$ cat config.mk
export PLATFORM = sky130hd
export DESIGN_NAME = gregorian_date_add_compare
export DESIGN_NICKNAME = d
export VERILOG_FILES = /design/src/hw/rtl/gdac_pkg.sv /design/src/hw/rtl/gdac_front.sv /design/src/hw/rtl/gdac_queue.sv /design/src/hw/rtl/gdac_walker.sv /design/src/hw/rtl/gregorian_date_add_compare.sv
export SDC_FILE = /design/constraint.sdc
export NUM_CORES = 1
export LEC_CHECK = 0
export ABC_AREA = 1
export BUFFER_PORTS_ARGS = -buffer_cell sky130_fd_sc_hd__clkbuf_2
export CORE_MARGIN = 3
export CORE_UTILIZATION = 40
export DETAILED_ROUTE_END_ITERATION = 6
export SKIP_LAST_GASP = 1
export SYNTH_ARGS = -nofsm -noshare
export SYNTH_HDL_FRONTEND = slang
export SYNTH_SLANG_ARGS = --single-unit
$ cat constraint.sdc
create_clock -name clk_i -period 10.42 [get_ports clk_i]
set_input_delay 1.563 -clock clk_i [delete_from_list [all_inputs] [get_ports clk_i]]
set_output_delay 1.563 -clock clk_i [all_outputs]
set_load 0.02 [all_outputs]
$ cat src/hw/rtl/gdac_pkg.sv
// ----------------------------------------------------------------------------
// gdac_pkg
// types, widths and calendar helpers for the gregorian date add/compare block
// ----------------------------------------------------------------------------
package gdac_pkg;

  localparam int unsigned GDAC_YEAR_W    = 14;
  localparam int unsigned GDAC_MONTH_W   = 4;
  localparam int unsigned GDAC_DAY_W     = 5;
  localparam int unsigned GDAC_OFFSET_W  = 16;
  // year while walking: a 14-bit year plus carried years
  localparam int unsigned GDAC_WYEAR_W   = 15;
  // day accumulator: day plus a positive offset
  localparam int unsigned GDAC_ACC_W     = 17;
  localparam int unsigned GDAC_QUEUE_DEPTH = 2;

  localparam logic [GDAC_YEAR_W-1:0]  DEF_YEAR  = 14'd1970;
  localparam logic [GDAC_MONTH_W-1:0] MONTH_JAN = 4'd1;
  localparam logic [GDAC_MONTH_W-1:0] MONTH_FEB = 4'd2;
  localparam logic [GDAC_MONTH_W-1:0] MONTH_DEC = 4'd12;
  localparam logic [GDAC_DAY_W-1:0]   DEF_DAY   = 5'd1;

  // inverse of 25 modulo 2^13 and the divisibility bound
  localparam logic [12:0] INV25   = 13'd7209;
  localparam logic [12:0] LIM25   = 13'd327;

  typedef struct packed {
    logic [GDAC_YEAR_W-1:0]   base_year;
    logic [GDAC_MONTH_W-1:0]  base_month;
    logic [GDAC_DAY_W-1:0]    base_day;
    logic signed [GDAC_OFFSET_W-1:0] day_offset;
    logic [GDAC_YEAR_W-1:0]   other_year;
    logic [GDAC_MONTH_W-1:0]  other_month;
    logic [GDAC_DAY_W-1:0]    other_day;
  } gdac_in_t;

  typedef struct packed {
    logic                     base_valid;
    logic                     other_valid;
    logic [GDAC_YEAR_W-1:0]   sum_year;
    logic [GDAC_MONTH_W-1:0]  sum_month;
    logic [GDAC_DAY_W-1:0]    sum_day;
    logic                     dates_equal;
    logic                     first_earlier;
  } gdac_out_t;

  // classified item waiting for the month walk
  typedef struct packed {
    logic                     base_valid;
    logic                     other_valid;
    logic                     dates_equal;
    logic                     first_earlier;
    logic [GDAC_YEAR_W-1:0]   year;
    logic [GDAC_MONTH_W-1:0]  month;
    logic [GDAC_ACC_W-1:0]    acc;
  } gdac_entry_t;

  // x divisible by 25, via multiply by modular inverse
  function automatic logic div25(input logic [12:0] x);
    logic [25:0] p;
    p = x * INV25;
    return p[12:0] <= LIM25;
  endfunction

  function automatic logic leap_year(input logic [GDAC_WYEAR_W-1:0] y);
    logic m100;
    logic m400;
    m100 = (y[1:0] == 2'b00) && div25(y[14:2]);
    m400 = (y[3:0] == 4'b0000) && div25({2'b00, y[14:4]});
    return ((y[1:0] == 2'b00) && !m100) || m400;
  endfunction

  // month length; codes outside 1..12 give 31 and are never used
  function automatic logic [GDAC_DAY_W-1:0] month_days(
    input logic [GDAC_WYEAR_W-1:0] y,
    input logic [GDAC_MONTH_W-1:0] m
  );
    logic [GDAC_DAY_W-1:0] len;
    case (m)
      MONTH_FEB: len = leap_year(y) ? 5'd29 : 5'd28;
      4'd4:    len = 5'd30;
      4'd6:    len = 5'd30;
      4'd9:    len = 5'd30;
      4'd11:   len = 5'd30;
      default: len = 5'd31;
    endcase
    return len;
  endfunction

endpackage

$ cat src/hw/rtl/gdac_front.sv
// ----------------------------------------------------------------------------
// gdac_front
// accepts a command beat, checks and normalizes both dates, compares them
// and prepares the day accumulator for the month walk
// ----------------------------------------------------------------------------
module gdac_front
  import gdac_pkg::*;
(
  input  logic        start_i,
  input  gdac_in_t    cmd_i,
  input  logic        full_i,
  output logic        push_o,
  output gdac_entry_t entry_o
);

  logic                    bv;
  logic                    ov;
  logic [GDAC_YEAR_W-1:0]  by;
  logic [GDAC_MONTH_W-1:0] bm;
  logic [GDAC_DAY_W-1:0]   bd;
  logic [GDAC_YEAR_W-1:0]  oy;
  logic [GDAC_MONTH_W-1:0] om;
  logic [GDAC_DAY_W-1:0]   od;

  // accept a beat whenever the queue has room
  assign push_o = start_i && !full_i;

  // date validity checks
  always_comb begin
    bv = (cmd_i.base_month inside {[4'd1:4'd12]}) && (cmd_i.base_day != '0) &&
         (cmd_i.base_year != '0) &&
         (cmd_i.base_day <= month_days({1'b0, cmd_i.base_year}, cmd_i.base_month));
    ov = (cmd_i.other_month inside {[4'd1:4'd12]}) && (cmd_i.other_day != '0) &&
         (cmd_i.other_year != '0) &&
         (cmd_i.other_day <= month_days({1'b0, cmd_i.other_year}, cmd_i.other_month));
  end

  // replace invalid dates by the default date
  always_comb begin
    by = bv ? cmd_i.base_year  : DEF_YEAR;
    bm = bv ? cmd_i.base_month : MONTH_JAN;
    bd = bv ? cmd_i.base_day   : DEF_DAY;
    oy = ov ? cmd_i.other_year  : DEF_YEAR;
    om = ov ? cmd_i.other_month : MONTH_JAN;
    od = ov ? cmd_i.other_day   : DEF_DAY;
  end

  // compare and build the queue entry
  always_comb begin
    entry_o.base_valid    = bv;
    entry_o.other_valid   = ov;
    entry_o.dates_equal   = ({by, bm, bd} == {oy, om, od});
    entry_o.first_earlier = ({by, bm, bd} <  {oy, om, od});
    entry_o.year          = by;
    entry_o.month         = bm;
    // negative offset leaves the day as is
    if (cmd_i.day_offset[GDAC_OFFSET_W-1]) begin
      entry_o.acc = GDAC_ACC_W'(bd);
    end else begin
      entry_o.acc = GDAC_ACC_W'(bd) + GDAC_ACC_W'(cmd_i.day_offset[GDAC_OFFSET_W-2:0]);
    end
  end

endmodule

$ cat src/hw/rtl/gdac_queue.sv
// ----------------------------------------------------------------------------
// gdac_queue
// short register queue between the front and the month walker
// ----------------------------------------------------------------------------
module gdac_queue
  import gdac_pkg::*;
#(
  parameter int unsigned DEPTH = GDAC_QUEUE_DEPTH
) (
  input  logic        clk_i,
  input  logic        rst_ni,
  input  logic        push_i,
  input  gdac_entry_t wdata_i,
  input  logic        pop_i,
  output gdac_entry_t rdata_o,
  output logic        full_o,
  output logic        empty_o
);

  localparam int unsigned PTR_W = (DEPTH > 1) ? $clog2(DEPTH) : 1;
  localparam int unsigned CNT_W = $clog2(DEPTH + 1);

  gdac_entry_t        entries_q [DEPTH];
  logic [PTR_W-1:0]   wr_ptr_q, wr_ptr_d;
  logic [PTR_W-1:0]   rd_ptr_q, rd_ptr_d;
  logic [CNT_W-1:0]   count_q, count_d;
  logic               do_push;
  logic               do_pop;

  assign full_o  = (count_q == CNT_W'(DEPTH));
  assign empty_o = (count_q == '0);
  assign do_push = push_i && !full_o;
  assign do_pop  = pop_i && !empty_o;
  assign rdata_o = entries_q[rd_ptr_q];

  // pointer and fill count update
  always_comb begin
    wr_ptr_d = wr_ptr_q;
    rd_ptr_d = rd_ptr_q;
    count_d  = count_q;
    if (do_push) begin
      wr_ptr_d = (wr_ptr_q == PTR_W'(DEPTH - 1)) ? '0 : wr_ptr_q + 1'b1;
    end
    if (do_pop) begin
      rd_ptr_d = (rd_ptr_q == PTR_W'(DEPTH - 1)) ? '0 : rd_ptr_q + 1'b1;
    end
    if (do_push && !do_pop) begin
      count_d = count_q + 1'b1;
    end else if (do_pop && !do_push) begin
      count_d = count_q - 1'b1;
    end
  end

  always_ff @(posedge clk_i or negedge rst_ni) begin
    if (!rst_ni) begin
      wr_ptr_q <= '0;
      rd_ptr_q <= '0;
      count_q  <= '0;
    end else begin
      wr_ptr_q <= wr_ptr_d;
      rd_ptr_q <= rd_ptr_d;
      count_q  <= count_d;
    end
  end

  // entry storage
  always_ff @(posedge clk_i) begin
    if (do_push) begin
      entries_q[wr_ptr_q] <= wdata_i;
    end
  end

endmodule

$ cat src/hw/rtl/gdac_walker.sv
// ----------------------------------------------------------------------------
// gdac_walker
// adds the day accumulator to the date one month per cycle and drives
// the result beat
// ----------------------------------------------------------------------------
module gdac_walker
  import gdac_pkg::*;
(
  input  logic        clk_i,
  input  logic        rst_ni,
  input  logic        empty_i,
  input  gdac_entry_t entry_i,
  output logic        pop_o,
  output logic        done_o,
  output gdac_out_t   result_o
);

  localparam logic ST_IDLE = 1'b0;
  localparam logic ST_WALK = 1'b1;

  logic                     state_q, state_d;
  logic                     done_q, done_d;
  gdac_out_t                result_q, result_d;
  logic [GDAC_WYEAR_W-1:0]  year_q, year_d;
  logic [GDAC_MONTH_W-1:0]  month_q, month_d;
  logic [GDAC_ACC_W-1:0]    acc_q, acc_d;
  logic                     bv_q, bv_d;
  logic                     ov_q, ov_d;
  logic                     eq_q, eq_d;
  logic                     lt_q, lt_d;
  logic [GDAC_DAY_W-1:0]    mdays;

  assign mdays    = month_days(year_q, month_q);
  assign done_o   = done_q;
  assign result_o = result_q;

  // load, walk one month per cycle, emit
  always_comb begin
    state_d  = state_q;
    done_d   = 1'b0;
    result_d = result_q;
    year_d   = year_q;
    month_d  = month_q;
    acc_d    = acc_q;
    bv_d     = bv_q;
    ov_d     = ov_q;
    eq_d     = eq_q;
    lt_d     = lt_q;
    pop_o    = 1'b0;
    case (state_q)
      ST_IDLE: begin
        if (!empty_i) begin
          pop_o   = 1'b1;
          year_d  = GDAC_WYEAR_W'(entry_i.year);
          month_d = entry_i.month;
          acc_d   = entry_i.acc;
          bv_d    = entry_i.base_valid;
          ov_d    = entry_i.other_valid;
          eq_d    = entry_i.dates_equal;
          lt_d    = entry_i.first_earlier;
          state_d = ST_WALK;
        end
      end
      ST_WALK: begin
        if (acc_q > GDAC_ACC_W'(mdays)) begin
          acc_d = acc_q - GDAC_ACC_W'(mdays);
          // december rolls into january of the next year
          if (month_q == MONTH_DEC) begin
            month_d = MONTH_JAN;
            year_d  = year_q + 1'b1;
          end else begin
            month_d = month_q + 1'b1;
          end
        end else begin
          result_d.base_valid    = bv_q;
          result_d.other_valid   = ov_q;
          result_d.sum_year      = year_q[GDAC_YEAR_W-1:0];
          result_d.sum_month     = month_q;
          result_d.sum_day       = acc_q[GDAC_DAY_W-1:0];
          result_d.dates_equal   = eq_q;
          result_d.first_earlier = lt_q;
          done_d  = 1'b1;
          state_d = ST_IDLE;
        end
      end
      default: state_d = ST_IDLE;
    endcase
  end

  always_ff @(posedge clk_i or negedge rst_ni) begin
    if (!rst_ni) begin
      state_q <= ST_IDLE;
      done_q  <= 1'b0;
    end else begin
      state_q <= state_d;
      done_q  <= done_d;
    end
  end

  // walk and result payload
  always_ff @(posedge clk_i) begin
    result_q <= result_d;
    year_q   <= year_d;
    month_q  <= month_d;
    acc_q    <= acc_d;
    bv_q     <= bv_d;
    ov_q     <= ov_d;
    eq_q     <= eq_d;
    lt_q     <= lt_d;
  end

endmodule

$ cat src/hw/rtl/gregorian_date_add_compare.sv
// ----------------------------------------------------------------------------
// gregorian_date_add_compare
// validates two gregorian dates, compares them and adds a day offset
// to the first one
// ----------------------------------------------------------------------------
// channel   direction  handshake             beat
// command   in         start high, busy low  cmd_i (gdac_in_t)
// result    out        done_o for one cycle  result_o (gdac_out_t)
//
// a command beat leaves the queue into the walker, which handles one calendar
// month per cycle, registers the result beat and only then pops another beat.
// busy is high only while the command queue is full; the front keeps taking
// beats while the walker works. reset clears the queue and the walker, no
// clearing pass. the receiver cannot stall: results are never held back.
// ----------------------------------------------------------------------------
module gregorian_date_add_compare
  import gdac_pkg::*;
#(
  parameter int unsigned QUEUE_DEPTH = GDAC_QUEUE_DEPTH
) (
  input  logic      clk_i,
  input  logic      rst_ni,
  input  logic      start,
  output logic      busy,
  input  gdac_in_t  cmd_i,
  output logic      done_o,
  output gdac_out_t result_o
);

  gdac_entry_t push_entry;
  gdac_entry_t pop_entry;
  logic        push;
  logic        pop;
  logic        full;
  logic        empty;

  assign busy = full;

  // front: accept and classify
  gdac_front u_front (
    .start_i (start),
    .cmd_i   (cmd_i),
    .full_i  (full),
    .push_o  (push),
    .entry_o (push_entry)
  );

  // queue between front and walker
  gdac_queue #(
    .DEPTH (QUEUE_DEPTH)
  ) u_queue (
    .clk_i   (clk_i),
    .rst_ni  (rst_ni),
    .push_i  (push),
    .wdata_i (push_entry),
    .pop_i   (pop),
    .rdata_o (pop_entry),
    .full_o  (full),
    .empty_o (empty)
  );

  // back: month walk
  gdac_walker u_walker (
    .clk_i    (clk_i),
    .rst_ni   (rst_ni),
    .empty_i  (empty),
    .entry_i  (pop_entry),
    .pop_o    (pop),
    .done_o   (done_o),
    .result_o (result_o)
  );

endmodule

==> reports/metrics.yaml <==
floorplan:
  initial_core_util_pct: 41.0
  die-width_um: 187
  die_h_um: 187
  row_count: 65
  core_area_um2: 31800
  ios: 94
  dieArea_um2: 34800
synthesis:
  ys_types: 46
  ys_ff_latch: 149
  yosysSeqAreaShare_pct: 34.1
  synth.top_cell.area_share_pct: 32.9
  yosysWarnings: 0
  synth_ff_type: "edfxtp_1"
  synth_async_sr_flop_share_pct: 4.03
  synthCells: 1488
  syn_area_per_cell_um2: 8.76
  synthesis.nets: 1807
  synth_area_um2: 13000
  synth_enable_flop_cells: 143
  synth_top_cells_by_area: "edfxtp_1 (33%), ha_1 (21%), nand2_1 (7.7%)"
  yosys.area.top_type: "edfxtp_1"
grt:
  grt_pass1_wl_um: 48900
  track_usage_pct: 17.1
  grt_max_degree: 41
  grt.overflow.total: 0
  antenna_found_initial: 0
  grt_pass1_vias: 9983
clock_tree:
  clkTransAtPathRegs_ps: 60
  cts.path.max_buffers: 2
  cts-root-buf: "clkbuf_16"
  cts_tree: "yes"
  cts.sinks: 149
  hold_buffers: 0
  post_cts_resized: 0
  clkLatencyLatePin_ps: 430
  post_cts_buffers: 0
  cts_buffers: 17
  h-tree-depth: 4
hold_path:
  hold_depth: 0
  min_from: "u_walker.lt_q"
  hold_path_class: "reg2reg"
timing:
  fmax_mhz: 138
  finalCritPeriodShare_pct: 69.4
  tightestPinTransition_ps: 1000
  post-route-min-period_ps: 7230
  clock_skew_ps: 21.8
  setup_violations: 0
  slew_violations: 0
  timing.setup.tns_ps: 0
  rsz0062_at_grt: "no"
  hold_viol: 0
  max-slew-margin-rel_pct: 33.0
layout:
  n_fill_cell: 3092
  final_nets: 1904
  layout-drive-gt1-share_pct: 10.7
  synthToLayoutAreaGrowth_pct: 12.2
  multiInputGateArea_um2: 7590
  final_common_cell: "nand2_1"
  regArea_um2: 4440
  final_cell_mix: "nand2_1 (269), inv_1 (244), ha_1 (214), edfxtp_1 (143), nor2_1 (133)"
  num_antenna_cells: 0
  utilization_pct: 46.0
route:
  firstDrtPassIters: 5
  wire_per_inst_um: 14.5
  drc_errors: 0
  viasPerCell: 4.93
  vias: 10000
  drt_iter0_markers: 440
  ant_nets: 0
  drt_wl_total_um: 29600
setup_path:
  rr_startpoint: "u_walker.year_q[9]"
  cpPeakStageDelay_ps: 530
  crit_type: "in2reg"
  cp-start-kind: "input port"
  crit_start: "cmd_i[56]"
  cp.arrival_ps: 7450
  path_buf_inv: 5
  crit_fanout: 21
  r2r-end: "u_walker.result_o[0]"
  r2r_setup_slack_ps: 3950
  critical_path.top_delay_family: "adder cells"
  crit_end: "u_queue.entries_q[0][8]"
  cp.depth: 32
  r2r_cells: 27
  cp.required_ps: 10640
  end_kind: "flip-flop"
  crit_path_frequent_cell: "ha_1"
  slowest_stage: "fa_1"
flow_run:
  drv_cap: 0
power_and_ir_drop:
  total_leakage_power_nw: 7.12
  power_mw: 1.99
  pwr_density_cell_nw_per_um2: 136
  ir_drop_v: 0.000139
place:
  hpwlAfterDp_um: 23300
  numPortBuffers: 93
  gp_congestion: 0.904
outcome:
  status: "completed"
cells in the mapped netlist (all sizes together), types with 17 or more instances:
cell / n
xor2: 30
nor2: 141
ha: 214
xnor2: 39
inv: 247
clkbuf: 17
nand2: 279
nand3: 71
nand4: 24
edfxtp: 143
a21oi: 70
o21ai: 61
nor3: 18
fa: 40
power by group:
group | switching, mW | internal (mW)
clock network | 0.252 | 0.358
logic | 0.382 | 0.234
registers | 0.0200 | 0.744
total | 0.655 | 1.34
cell type report:
cell class                      count  share of cell area (%)
Clock buffer                       17                    2.91
Timing Repair Buffer              100                    3.54
Sequential cell                   149                    30.4
Tap cell                          435                    3.72
Inverter                          247                    6.34
Clock inverter                     15                    1.15
Multi-Input combinational cell   1070                    51.9
worst min path at each step:
stage                      endpoint  slack [ps]
3_3_place_gp   u_walker.result_o[0]         410
5_1_grt        u_walker.result_o[0]         440
3_5_place_dp   u_walker.result_o[0]         410
2_1_floorplan  u_walker.result_o[0]         400
6_report       u_walker.result_o[0]         420
4_1_cts        u_walker.result_o[0]         420
metrics by stage:
step           instances  setup WS (ps)  area (um^2)  hold WS, ps
2_1_floorplan       1488           3540        13000          400
3_3_place_gp        2001           2880        14000          406
3_5_place_dp        2001           2760        14000          408
4_1_cts             2033           3210        14600          423
5_1_grt             2033           2670        14600          438
6_report            2033           3190        14600          421
layer usage:
metal | global-route usage (%) | vias up | routed length, um
met5 | 0 | - | 0
met4 | 5.50 | 0 | 693
met3 | 2.27 | 44 | 1230
met2 | 28.8 | 237 | 13600
met1 | 23.0 | 4575 | 14000
li1 | - | 5172 | -
logic make-up after synthesis:
| group | count (synthesis) | share of synthesized area (%) |
|---|---|---|
| simple gates | 567 | 19.0 |
| buf+inv | 269 | 7.77 |
| compound gates | 180 | 7.79 |
| flops | 149 | 34.1 |
| fa+ha+maj | 254 | 26.7 |
| xor+xnor | 69 | 4.64 |
registers in the layout (all words and copies together), names as in the netlist:
signal and count:
u_queue.entries_q 76, u_walker.result_o 27, u_walker.acc_q 17, u_walker.year_q 15
u_walker.month_q 4, u_queue.count_q 2, u_queue.rd_ptr_q 1, u_queue.wr_ptr_q 1
u_walker.bv_q 1, u_walker.done_o 1, u_walker.eq_q 1, u_walker.lt_q 1
u_walker.ov_q 1, u_walker.state_q 1
Power figures use the tool's default switching activity.
